**config.mk**
```make
export PLATFORM = sky130hd
export DESIGN_NAME = column_projection_segmenter_core
export DESIGN_NICKNAME = d
export VERILOG_FILES = /design/src/rtl/core/cps_pkg.sv /design/src/rtl/core/column_projection_segmenter_core.sv
export SDC_FILE = /design/constraint.sdc
export NUM_CORES = 1
export LEC_CHECK = 0
export BUFFER_PORTS_ARGS = -buffer_cell sky130_fd_sc_hd__buf_2
export CAP_MARGIN = 20
export CORE_MARGIN = 2
export CORE_UTILIZATION = 62
export CTS_CLUSTER_DIAMETER = 200
export DETAILED_ROUTE_END_ITERATION = 12
export HOLD_SLACK_MARGIN = 0.12
export PLACE_DENSITY = 0.82
export SYNTH_ARGS = -nofsm -noshare
export SYNTH_HDL_FRONTEND = slang
export SYNTH_SLANG_ARGS = --single-unit
```
**constraint.sdc**
```tcl
create_clock -name clock -period 6.85 [get_ports clock]
set_input_delay 1.0275 -clock clock [delete_from_list [all_inputs] [get_ports clock]]
set_output_delay 1.0275 -clock clock [all_outputs]
set_load 0.02 [all_outputs]
```
**src/rtl/core/cps_pkg.sv**
```systemverilog
// Package for the column projection segmenter: sizes, limits, register
// indexes and reset values. No dependencies.
`timescale 1ns / 1ps
`default_nettype none

package cps_pkg;

   localparam int MAX_WIDTH  = 1024;
   localparam int MAX_HEIGHT = 256;

   localparam int COL_W   = $clog2(MAX_WIDTH);
   localparam int ROW_W   = $clog2(MAX_HEIGHT);
   localparam int IMG_W_W = 11;
   localparam int IMG_H_W = 9;
   localparam int MINAV_W = 9;
   localparam int CNT_W   = 9;
   localparam int SUM_W   = 19;
   localparam int PIXEL_W = 8;
   localparam int START_W = 10;
   localparam int END_W   = 11;

   localparam int CSR_ADDR_W = 2;
   localparam int CSR_DATA_W = 11;

   localparam logic [CNT_W-1:0] CNT_MAX = {CNT_W{1'b1}};
   localparam logic [SUM_W-1:0] SUM_MAX = {SUM_W{1'b1}};

   localparam logic [IMG_W_W-1:0] WIDTH_LIMIT  = IMG_W_W'(MAX_WIDTH);
   localparam logic [IMG_H_W-1:0] HEIGHT_LIMIT = IMG_H_W'(MAX_HEIGHT);

   localparam logic [CSR_ADDR_W-1:0] CSR_IMAGE_WIDTH  = 2'd0;
   localparam logic [CSR_ADDR_W-1:0] CSR_IMAGE_HEIGHT = 2'd1;
   localparam logic [CSR_ADDR_W-1:0] CSR_MIN_AVERAGE  = 2'd2;

   localparam logic [IMG_W_W-1:0] IMAGE_WIDTH_RST  = 11'd1024;
   localparam logic [IMG_H_W-1:0] IMAGE_HEIGHT_RST = 9'd256;
   localparam logic [MINAV_W-1:0] MIN_AVERAGE_RST  = 9'd3;

endpackage

`default_nettype wire

```
**src/rtl/core/column_projection_segmenter_core.sv**
```systemverilog
// Column projection segmenter: per-column foreground count, run tracking and
// run acceptance against a minimum average. Depends on cps_pkg.
//
//   channel | dir  | handshake          | payload
//   req     | in   | req_valid/ready    | req_pixel[7:0]
//   rsp     | out  | rsp_valid/ready    | rsp_seg_start[9:0], rsp_seg_end[10:0]
//   csr     | in   | csr_we             | csr_addr[1:0], csr_wdata[10:0]
//
// One pixel beat per cycle unless a stalled result beat holds req_ready low; a result
// beat appears in the cycle after the last pixel of the column that closes an accepted run.
// The rate is set by the single state update between the position and run
// registers and the result register.
// Synchronous active-high reset clears position, run state and the result
// valid, and loads the register defaults.
// A stalled result beat holds req_ready low only while rsp_ready is low.
`timescale 1ns / 1ps
`default_nettype none

module column_projection_segmenter_core
   import cps_pkg::*;
(
   input  wire logic                  clock,
   input  wire logic                  reset,

   input  wire logic                  req_valid,
   output logic                       req_ready,
   input  wire logic [PIXEL_W-1:0]    req_pixel,

   output logic                       rsp_valid,
   input  wire logic                  rsp_ready,
   output logic [START_W-1:0]         rsp_seg_start,
   output logic [END_W-1:0]           rsp_seg_end,

   input  wire logic                  csr_we,
   input  wire logic [CSR_ADDR_W-1:0] csr_addr,
   input  wire logic [CSR_DATA_W-1:0] csr_wdata
);

   logic [IMG_W_W-1:0] image_width_ff;
   logic [IMG_H_W-1:0] image_height_ff;
   logic [MINAV_W-1:0] min_average_ff;

   logic [ROW_W-1:0]   row_pos_ff,   row_pos_in;
   logic [COL_W-1:0]   col_pos_ff,   col_pos_in;
   logic [CNT_W-1:0]   col_count_ff, col_count_in;
   logic               in_run_ff,    in_run_in;
   logic [COL_W-1:0]   run_start_ff, run_start_in;
   logic [SUM_W-1:0]   run_sum_ff,   run_sum_in;
   logic [SUM_W-1:0]   run_need_ff,  run_need_in;

   logic               rsp_valid_ff, rsp_valid_in;
   logic [START_W-1:0] seg_start_ff, seg_start_in;
   logic [END_W-1:0]   seg_end_ff,   seg_end_in;

   logic               req_fire;
   logic               emit;
   logic [IMG_W_W-1:0] w_eff, w_last;
   logic [IMG_H_W-1:0] h_eff, h_last;
   logic               col_done, last_col;
   logic [CNT_W-1:0]   cnt_now;
   logic [SUM_W-1:0]   base_sum, base_need, sum_new, need_new;
   logic [SUM_W:0]     sum_ext, need_ext;
   logic [COL_W-1:0]   start_now;

   assign req_ready = !rsp_valid_ff || rsp_ready;
   assign req_fire  = req_valid && req_ready;

   always_comb begin
      // clamp the geometry registers
      if (image_width_ff == '0) begin
         w_eff = IMG_W_W'(1);
      end else if (image_width_ff > WIDTH_LIMIT) begin
         w_eff = WIDTH_LIMIT;
      end else begin
         w_eff = image_width_ff;
      end
      if (image_height_ff == '0) begin
         h_eff = IMG_H_W'(1);
      end else if (image_height_ff > HEIGHT_LIMIT) begin
         h_eff = HEIGHT_LIMIT;
      end else begin
         h_eff = image_height_ff;
      end
      w_last = w_eff - IMG_W_W'(1);
      h_last = h_eff - IMG_H_W'(1);

      col_done = (IMG_H_W'(row_pos_ff) >= h_last);
      last_col = (IMG_W_W'(col_pos_ff) >= w_last);

      cnt_now = col_count_ff;
      if (req_pixel != '0 && col_count_ff != CNT_MAX) begin
         cnt_now = col_count_ff + CNT_W'(1);
      end

      base_sum  = in_run_ff ? run_sum_ff  : '0;
      base_need = in_run_ff ? run_need_ff : '0;
      start_now = in_run_ff ? run_start_ff : col_pos_ff;

      sum_ext  = {1'b0, base_sum}  + (SUM_W+1)'(cnt_now);
      need_ext = {1'b0, base_need} + (SUM_W+1)'(min_average_ff);
      sum_new  = sum_ext[SUM_W]  ? SUM_MAX : sum_ext[SUM_W-1:0];
      need_new = need_ext[SUM_W] ? SUM_MAX : need_ext[SUM_W-1:0];

      row_pos_in   = row_pos_ff;
      col_pos_in   = col_pos_ff;
      col_count_in = col_count_ff;
      in_run_in    = in_run_ff;
      run_start_in = run_start_ff;
      run_sum_in   = run_sum_ff;
      run_need_in  = run_need_ff;
      emit         = 1'b0;
      seg_start_in = seg_start_ff;
      seg_end_in   = seg_end_ff;

      if (req_fire) begin
         if (!col_done) begin
            row_pos_in   = row_pos_ff + ROW_W'(1);
            col_count_in = cnt_now;
         end else begin
            row_pos_in   = '0;
            col_count_in = '0;
            if (cnt_now != '0) begin
               in_run_in    = 1'b1;
               run_start_in = start_now;
               run_sum_in   = sum_new;
               run_need_in  = need_new;
               if (last_col) begin
                  emit         = (sum_new >= need_new);
                  seg_start_in = START_W'(start_now);
                  seg_end_in   = END_W'(col_pos_ff) + END_W'(1);
                  in_run_in    = 1'b0;
                  run_sum_in   = '0;
                  run_need_in  = '0;
               end
            end else if (in_run_ff) begin
               emit         = (run_sum_ff >= run_need_ff);
               seg_start_in = START_W'(run_start_ff);
               seg_end_in   = END_W'(col_pos_ff);
               in_run_in    = 1'b0;
               run_sum_in   = '0;
               run_need_in  = '0;
            end
            if (last_col) begin
               col_pos_in  = '0;
               in_run_in   = 1'b0;
               run_sum_in  = '0;
               run_need_in = '0;
            end else begin
               col_pos_in = col_pos_ff + COL_W'(1);
            end
         end
      end

      if (emit) begin
         rsp_valid_in = 1'b1;
      end else if (rsp_ready) begin
         rsp_valid_in = 1'b0;
      end else begin
         rsp_valid_in = rsp_valid_ff;
      end
   end

   always_ff @(posedge clock) begin
      if (reset) begin
         image_width_ff  <= IMAGE_WIDTH_RST;
         image_height_ff <= IMAGE_HEIGHT_RST;
         min_average_ff  <= MIN_AVERAGE_RST;
      end else if (csr_we) begin
         unique case (csr_addr)
            CSR_IMAGE_WIDTH:  image_width_ff  <= csr_wdata[IMG_W_W-1:0];
            CSR_IMAGE_HEIGHT: image_height_ff <= csr_wdata[IMG_H_W-1:0];
            CSR_MIN_AVERAGE:  min_average_ff  <= csr_wdata[MINAV_W-1:0];
            default: ;
         endcase
      end
   end

   always_ff @(posedge clock) begin
      if (reset) begin
         row_pos_ff   <= '0;
         col_pos_ff   <= '0;
         col_count_ff <= '0;
         in_run_ff    <= 1'b0;
         run_start_ff <= '0;
         run_sum_ff   <= '0;
         run_need_ff  <= '0;
         rsp_valid_ff <= 1'b0;
      end else begin
         row_pos_ff   <= row_pos_in;
         col_pos_ff   <= col_pos_in;
         col_count_ff <= col_count_in;
         in_run_ff    <= in_run_in;
         run_start_ff <= run_start_in;
         run_sum_ff   <= run_sum_in;
         run_need_ff  <= run_need_in;
         rsp_valid_ff <= rsp_valid_in;
      end
   end

   always_ff @(posedge clock) begin
      seg_start_ff <= seg_start_in;
      seg_end_ff   <= seg_end_in;
   end

   assign rsp_valid     = rsp_valid_ff;
   assign rsp_seg_start = seg_start_ff;
   assign rsp_seg_end   = seg_end_ff;

   a_idle_sums_clear: assert property (@(posedge clock) disable iff (reset)
      !in_run_ff |-> (run_sum_ff == '0 && run_need_ff == '0))
      else $error("run sums not cleared outside a run");

   a_open_run_nonzero: assert property (@(posedge clock) disable iff (reset)
      in_run_ff |-> (run_sum_ff != '0))
      else $error("open run with zero sum");

   a_start_order: assert property (@(posedge clock) disable iff (reset)
      in_run_ff |-> (run_start_ff <= col_pos_ff))
      else $error("run start beyond current column");

   a_column_clear: assert property (@(posedge clock) disable iff (reset)
      (req_fire && col_done) |=> (col_count_ff == '0 && row_pos_ff == '0))
      else $error("column count not cleared at column end");

endmodule

`default_nettype wire

```
### Word-level counts from Yosys, hierarchy flattened

Index checks and enable logic that the tools add are counted.

* logic and storage cells: 83
* bits in registers: 127
* bits of input ports: 26
* output and inout port bits: 23

* equal/unequal tests: 4
* add/sub/neg operators: 8
* reduce and logical (&&, ||, !) cells: 19
* mux-type cells: 33
* order comparisons: 6

Operators by type and width (number)
* 19-bit two-way mux: 9
* 11-bit two-way mux: 5
* 10-bit two-way mux: 5
* 19-bit by 9-bit adder with 20-bit output: 2
* 19-bit >= comparator: 2
* 9-bit two-way mux: 4
* 10-bit by 1-bit adder with 11-bit output, second input constant: 1
* 10-bit by 11-bit >= comparator with 1-bit output: 1
* 11-bit > comparator, second input constant: 1
* 11-bit logical NOT: 1
* 11-bit by 1-bit subtractor with 11-bit output, second input constant: 1
* 10-bit by 1-bit adder with 10-bit output, second input constant: 1
* 9-bit by 1-bit adder with 9-bit output, second input constant: 1
* 8-bit by 9-bit >= comparator with 1-bit output: 1
* 9-bit > comparator, second input constant: 1
* 9-bit logical NOT: 1
* 1-bit two-way mux: 9
* 9-bit != test, second input constant: 1
* 9-bit nonzero test: 1
* 9-bit by 1-bit subtractor with 9-bit output, second input constant: 1
* 8-bit by 1-bit adder with 8-bit output, second input constant: 1
* 8-bit two-way mux: 1
* 2-bit AND reduction: 4
* 8-bit nonzero test: 1
* other kinds (11): 14

### Longest topological paths before layout

* word-level depth: 11
* mapped depth: 28
* depth with buffers taken out: 24

### Least setup slack after synthesis

Ideal clock, no wire load.

* kind: input port to flip-flop
* start: input port req_pixel[1]
* end: register rsp_valid_ff (netlist: rsp_valid)
* setup time: 96 ps
* required time: 6754 ps
* path slack: 1363 ps
* data arrival time: 5392 ps
* buffers on the path: 4
* stages: 25
* cell sequence: nor4_2 -> a21oi_1 -> buf_2 -> mux2i_1 -> inv_1 -> ha_1 -> a211oi_1 -> o21bai_1 -> a21o_1 -> o211ai_1 -> a31o_1 -> buf_2 -> or2_2 -> clkbuf_1 -> buf_2 -> nand2_1 -> ha_1 -> nand2_1 -> a21boi_0 -> o21ai_0 -> nand2b_1 -> a211oi_1 -> or4_1 -> a21o_1 -> a221oi_1

* longest elaborated chain between the ends: 11
* elaborated cells between the ends (all ways): 13
* those cells by class: add/sub: 1; order compare: 1; mux: 7; reduce/logical: 4

Ends and longest elaborated chain
* start: declaration: RTL line column_projection_segmenter_core.sv:27 `input wire logic [PIXEL_W-1:0] req_pixel,`
* 8-bit nonzero test (*): RTL line column_projection_segmenter_core.sv:91 `if (req_pixel != '0 && col_count_ff != CNT_MAX) begin`
* 1-bit logical AND (*): RTL line column_projection_segmenter_core.sv:91
* 9-bit two-way mux (*): RTL line column_projection_segmenter_core.sv:91
* 19-bit by 9-bit adder with 20-bit output: RTL line column_projection_segmenter_core.sv:99 `sum_ext = {1'b0, base_sum} + (SUM_W+1)'(cnt_now);`
* 19-bit two-way mux: RTL line column_projection_segmenter_core.sv:101 `sum_new = sum_ext[SUM_W] ? SUM_MAX : sum_ext[SUM_W-1:0];`
* 19-bit >= comparator: RTL line column_projection_segmenter_core.sv:128 `emit = (sum_new >= need_new);`
* 1-bit two-way mux: RTL line column_projection_segmenter_core.sv:127 `if (last_col) begin`
* 1-bit two-way mux (*): RTL line column_projection_segmenter_core.sv:122 `if (cnt_now != '0) begin`
* 1-bit two-way mux (*): RTL line column_projection_segmenter_core.sv:116 `if (!col_done) begin`
* 1-bit two-way mux (*): RTL line column_projection_segmenter_core.sv:115 `if (req_fire) begin`
* 1-bit two-way mux or 2-bit nonzero test (tied branches)
* end signal: assignment: RTL line column_projection_segmenter_core.sv:196 `rsp_valid_ff <= rsp_valid_in;`
* end: declaration: RTL line column_projection_segmenter_core.sv:51 `logic rsp_valid_ff, rsp_valid_in;`

Mark *: on every way between the ends. The rest lies on a longest branch, timed or not.
A chain may end at the register's enable or synchronous reset.

### Worst setup path after layout

* start: register col_count_ff[0]
* end: register rsp_valid_ff (netlist: rsp_valid)

* longest elaborated chain between the ends: 11
* elaborated cells between the ends (all ways): 14
* those cells by class: add/sub: 2; order compare: 1; eq/ne: 1; mux: 7; reduce/logical: 3

Ends and longest elaborated chain
* start: declaration: RTL line column_projection_segmenter_core.sv:45 `logic [CNT_W-1:0] col_count_ff, col_count_in;`
* start signal: assignment: RTL line column_projection_segmenter_core.sv:191 `col_count_ff <= col_count_in;`
* branches (longest 2 deep; another with 9-bit by 1-bit adder with 9-bit output)
* 9-bit two-way mux (*): RTL line column_projection_segmenter_core.sv:91
* 19-bit by 9-bit adder with 20-bit output: RTL line column_projection_segmenter_core.sv:99
* 19-bit two-way mux: RTL line column_projection_segmenter_core.sv:101
* 19-bit >= comparator: RTL line column_projection_segmenter_core.sv:128
* 1-bit two-way mux: RTL line column_projection_segmenter_core.sv:127
* 1-bit two-way mux (*): RTL line column_projection_segmenter_core.sv:122
* 1-bit two-way mux (*): RTL line column_projection_segmenter_core.sv:116
* 1-bit two-way mux (*): RTL line column_projection_segmenter_core.sv:115
* 1-bit two-way mux or 2-bit nonzero test (tied branches)

Mark *: on every way between the ends.

==> results.json <==
{
  "peakVddDrop_mv": 0.165,
  "grt_antenna_before_repair": 0,
  "htreeDepth": 4,
  "gp_congestion": 0.967,
  "crit_family": "compound AO/OA/AOI/OAI gates",
  "synth_flop_cell": "dfxtp_1",
  "fin_cells": 1206,
  "drive_above_1_share_pct": 11.6,
  "grt_max_degree": 67,
  "drc": 0,
  "drtAntennaViolNets": 0,
  "min_period_over_period_pct": 85.0,
  "track_usage_pct": 30.0,
  "synth-seq-area-share_pct": 32.4,
  "die_w_um": 121,
  "maxCapViolCount": 0,
  "wl_per_cell_um": 17.8,
  "swShare_pct": 26.2,
  "viasPerCell": 6.21,
  "setup_tns_ps": 0,
  "power_w": 0.00175,
  "io_pins": 49,
  "end_kind": "register",
  "rsz0062_at_grt": "no",
  "p_int_w": 0.00129,
  "slowest_stage": "a21oi_1",
  "cts-hold-fix-buffers": 0,
  "p_clk_share_pct": 48.8,
  "ys_async_sr_fraction_pct": 0,
  "multi_input_area_um2": 5390,
  "final_net_count": 1124,
  "crit_arrival_ps": 6160,
  "cts_setup_buffers": 0,
  "synth_edf_count": 21,
  "die_h_um": 121,
  "cts_buffer_depth": 2,
  "synthCells": 988,
  "drtIter0Drc": 717,
  "setup_viol": 0,
  "clk_latency_ps": 430,
  "seqCellArea_um2": 2750,
  "cts_root_buffer": "clkbuf_16",
  "p_seq_share_pct": 44.3,
  "yosysWarnings": 0,
  "dp_slack_ps": 894,
  "crit_chain": "ha_1, nand2_1, nor3_1, ha_1, a21oi_1, mux2i_1, inv_1, ha_1, a211oi_1, o21bai_1, a21o_1, o211ai_1, a31o_1, or2_2, nand2_1, ha_1, nand2_1, a21boi_0, o21ai_0, nand2b_1, a211oi_1, or4_1, a21o_1, a221oi_1",
  "cts_tree": "yes",
  "cp.required_ps": 7180,
  "status": "finished clean",
  "worstSetupStartpointType": "register",
  "syn_avg_cell_area_um2": 8.60,
  "antenna_cells": 0,
  "vias": 7486,
  "fillers": 1048,
  "critPathMostFrequentCell": "ha_1",
  "worst-slew-pin-transition_ps": 1010,
  "final_util_pct": 70.4,
  "yosysUniqueCellTypes": 75,
  "firstDrtPassIters": 6,
  "grt_pass1_vias": 7085,
  "initial_utilization_pct": 63.9,
  "fmax_mhz": 172,
  "powerDensity_nw_per_um2": 187,
  "cts_sinks": 127,
  "maxSlewViolCount": 0,
  "path_class": "reg2reg",
  "clkTransAtPathRegs_ps": 60,
  "netSwitchingPower_w": 0.000458,
  "grt_overflow": 0,
  "core_um2": 13300,
  "wl_mm": 21.5,
  "hp-class": "reg2reg",
  "r2r_slack_ps": 1030,
  "cts_buffers": 17,
  "finClkSkew_ps": 10.9,
  "p_comb_share_pct": 6.9,
  "path_buf_inv": 1,
  "syn_nets": 1095,
  "critPathMaxFanout": 17,
  "syn_area_um2": 8500,
  "layout_min_cycle_time_ps": 5820,
  "max_stage_delay_ps": 670,
  "dp_hpwl_mm": 15.0,
  "yosys_register_bits": 127,
  "maxSlewHeadroom_pct": 32.0,
  "die_area_um2": 14700,
  "setup_ws_ps": 1030,
  "postCtsResizedCells": 0,
  "std_cell_rows": 42,
  "post-place-cells": 1173,
  "grt_pass1_wl_mm": 34.8,
  "area_growth_pct": 10.2,
  "leakagePower_nw": 4.00,
  "port_buffers": 48,
  "finalHoldViolCount": 0
}
-- cell type report --
cell class | instances | share of cell area [%]
Clock inverter | 13 | 1.14
Multi-Input combinational cell | 774 | 57.5
Inverter | 42 | 1.68
Tap cell | 176 | 2.35
Sequential cell | 127 | 29.4
Clock buffer | 19 | 4.73
Timing Repair Buffer | 55 | 3.17
-- placed cells by master (no fill, tap or decap), types with 13 or more instances in the layout --
| master | n |
|---|---|
| nor2b_1 | 13 |
| nor3_1 | 25 |
| nand2_1 | 83 |
| nor2_1 | 114 |
| mux2i_1 | 38 |
| a22o_1 | 20 |
| and2_1 | 13 |
| xor2_1 | 24 |
| ha_1 | 79 |
| inv_1 | 42 |
| xnor2_1 | 36 |
| nand3_1 | 21 |
| a21oi_1 | 53 |
| a21o_1 | 15 |
| clkbuf_16 | 17 |
| o21a_1 | 13 |
| dfxtp_1 | 106 |
| o21ai_0 | 59 |
| nand4_1 | 14 |
| buf_2 | 48 |
| edfxtp_1 | 21 |
-- power by group through the flow --
stage	logic (W)	registers [W]	clock network [W]
3_5_place_dp	0.000116	0.000791	0
6_report	0.000120	0.000775	0.000854
5_1_grt	0.000133	0.000776	0.000887
3_3_place_gp	0.000113	0.000791	0
2_1_floorplan	0.0000888	0.000786	0
4_1_cts	0.000119	0.000775	0.000855
-- registers in the layout, summed over array words and instances, names as in the netlist, 8 cells and up --
signal,cells
rsp_seg_start,10
image_height_ff,9
image_width_ff,11
rsp_seg_end,11
run_sum_ff,19
col_count_ff,9
min_average_ff,9
row_pos_ff,8
run_need_ff,19
run_start_ff,10
col_pos_ff,10
-- worst min-delay path, cell delays in order (launching register included) --
cell     delay [ps]
dfxtp_1         310
nand2_1          50
a21oi_1          50
-- Yosys cell counts (4+ instances only) --
| cell | count | area share (%) |
|---|---|---|
| nor2_1 | 115 | 5.1 |
| dfxtp_1 | 106 | 25 |
| nand2_1 | 83 | 3.7 |
| ha_1 | 79 | 12 |
| o21ai_0 | 59 | 3.5 |
| a21oi_1 | 53 | 3.1 |
| inv_1 | 42 | 1.9 |
| mux2i_1 | 38 | 4.5 |
| xnor2_1 | 36 | 3.7 |
| clkbuf_1 | 28 | 1.2 |
| nor3_1 | 27 | 1.6 |
| xor2_1 | 24 | 2.5 |
| edfxtp_1 | 21 | 7.4 |
| nand3_1 | 21 | 1.2 |
| a22o_1 | 20 | 2.1 |
| a21o_1 | 15 | 1.3 |
| nand4_1 | 14 | 1.0 |
| and2_1 | 13 | 0.96 |
| nor2b_1 | 13 | 0.96 |
| o21a_1 | 13 | 1.1 |
| mux2_2 | 11 | 1.5 |
| nand2b_1 | 11 | 0.81 |
| and3_1 | 9 | 0.66 |
| buf_2 | 8 | 0.47 |
| or3_1 | 7 | 0.52 |
| a2111oi_0 | 6 | 0.62 |
| and4_1 | 6 | 0.62 |
| a211oi_1 | 5 | 0.44 |
| nand3b_1 | 5 | 0.44 |
| nor4_1 | 5 | 0.37 |
| o211ai_1 | 5 | 0.44 |
| o2bb2ai_1 | 5 | 0.52 |
| a22oi_1 | 4 | 0.35 |
| a31oi_1 | 4 | 0.29 |
| o211a_1 | 4 | 0.47 |
| o21bai_1 | 4 | 0.35 |
| or2_2 | 4 | 0.29 |
-- cells by family (layout without fill, tap and decap cells) --
group,after synthesis,in the layout,share of synthesized area [%]
AO/OA/AOI/OAI,231,231,18.6
XOR/XNOR,60,60,6.18
adder cells (fa/ha/maj),82,82,12.2
buffers and inverters,87,129,4.40
flip-flops,127,127,32.4
multiplexers,49,49,5.93
AND/OR/NAND/NOR,352,352,20.2
-- final timing paths --
| check | from | endpoint | cells after the start |
|---|---|---|---|
| worst max-delay path | col_count_ff[0]$_SDFFE_PP0P_ | rsp_valid$_SDFFE_PP0P_ | 24 |
| worst min-delay path | run_need_ff[4]$_SDFFE_PP0P_ | run_need_ff[4]$_SDFFE_PP0P_ | 2 |
| worst max register to register | col_count_ff[0]$_SDFFE_PP0P_ | rsp_valid$_SDFFE_PP0P_ | 24 |
| worst min register to register | run_need_ff[4]$_SDFFE_PP0P_ | run_need_ff[4]$_SDFFE_PP0P_ | 2 |
-- per-layer routing --
metal,part of all wire [%],track usage (%),vias up
met5,0,0,-
met4,3.1,12.6,0
met3,5.6,5.36,60
met2,49,50.4,263
met1,42,38.0,3540
li1,-,-,3623
-- through the flow --
| stage | hold slack, ps | cell area [µm²] |
|---|---|---|
| after floorplan | 432 | 8500 |
| after global placement | 438 | 8800 |
| after detailed placement | 444 | 8800 |
| after CTS | 452 | 9350 |
| after global routing | 467 | 9370 |
| final | 452 | 9370 |
(Power assumes the default switching activity.)
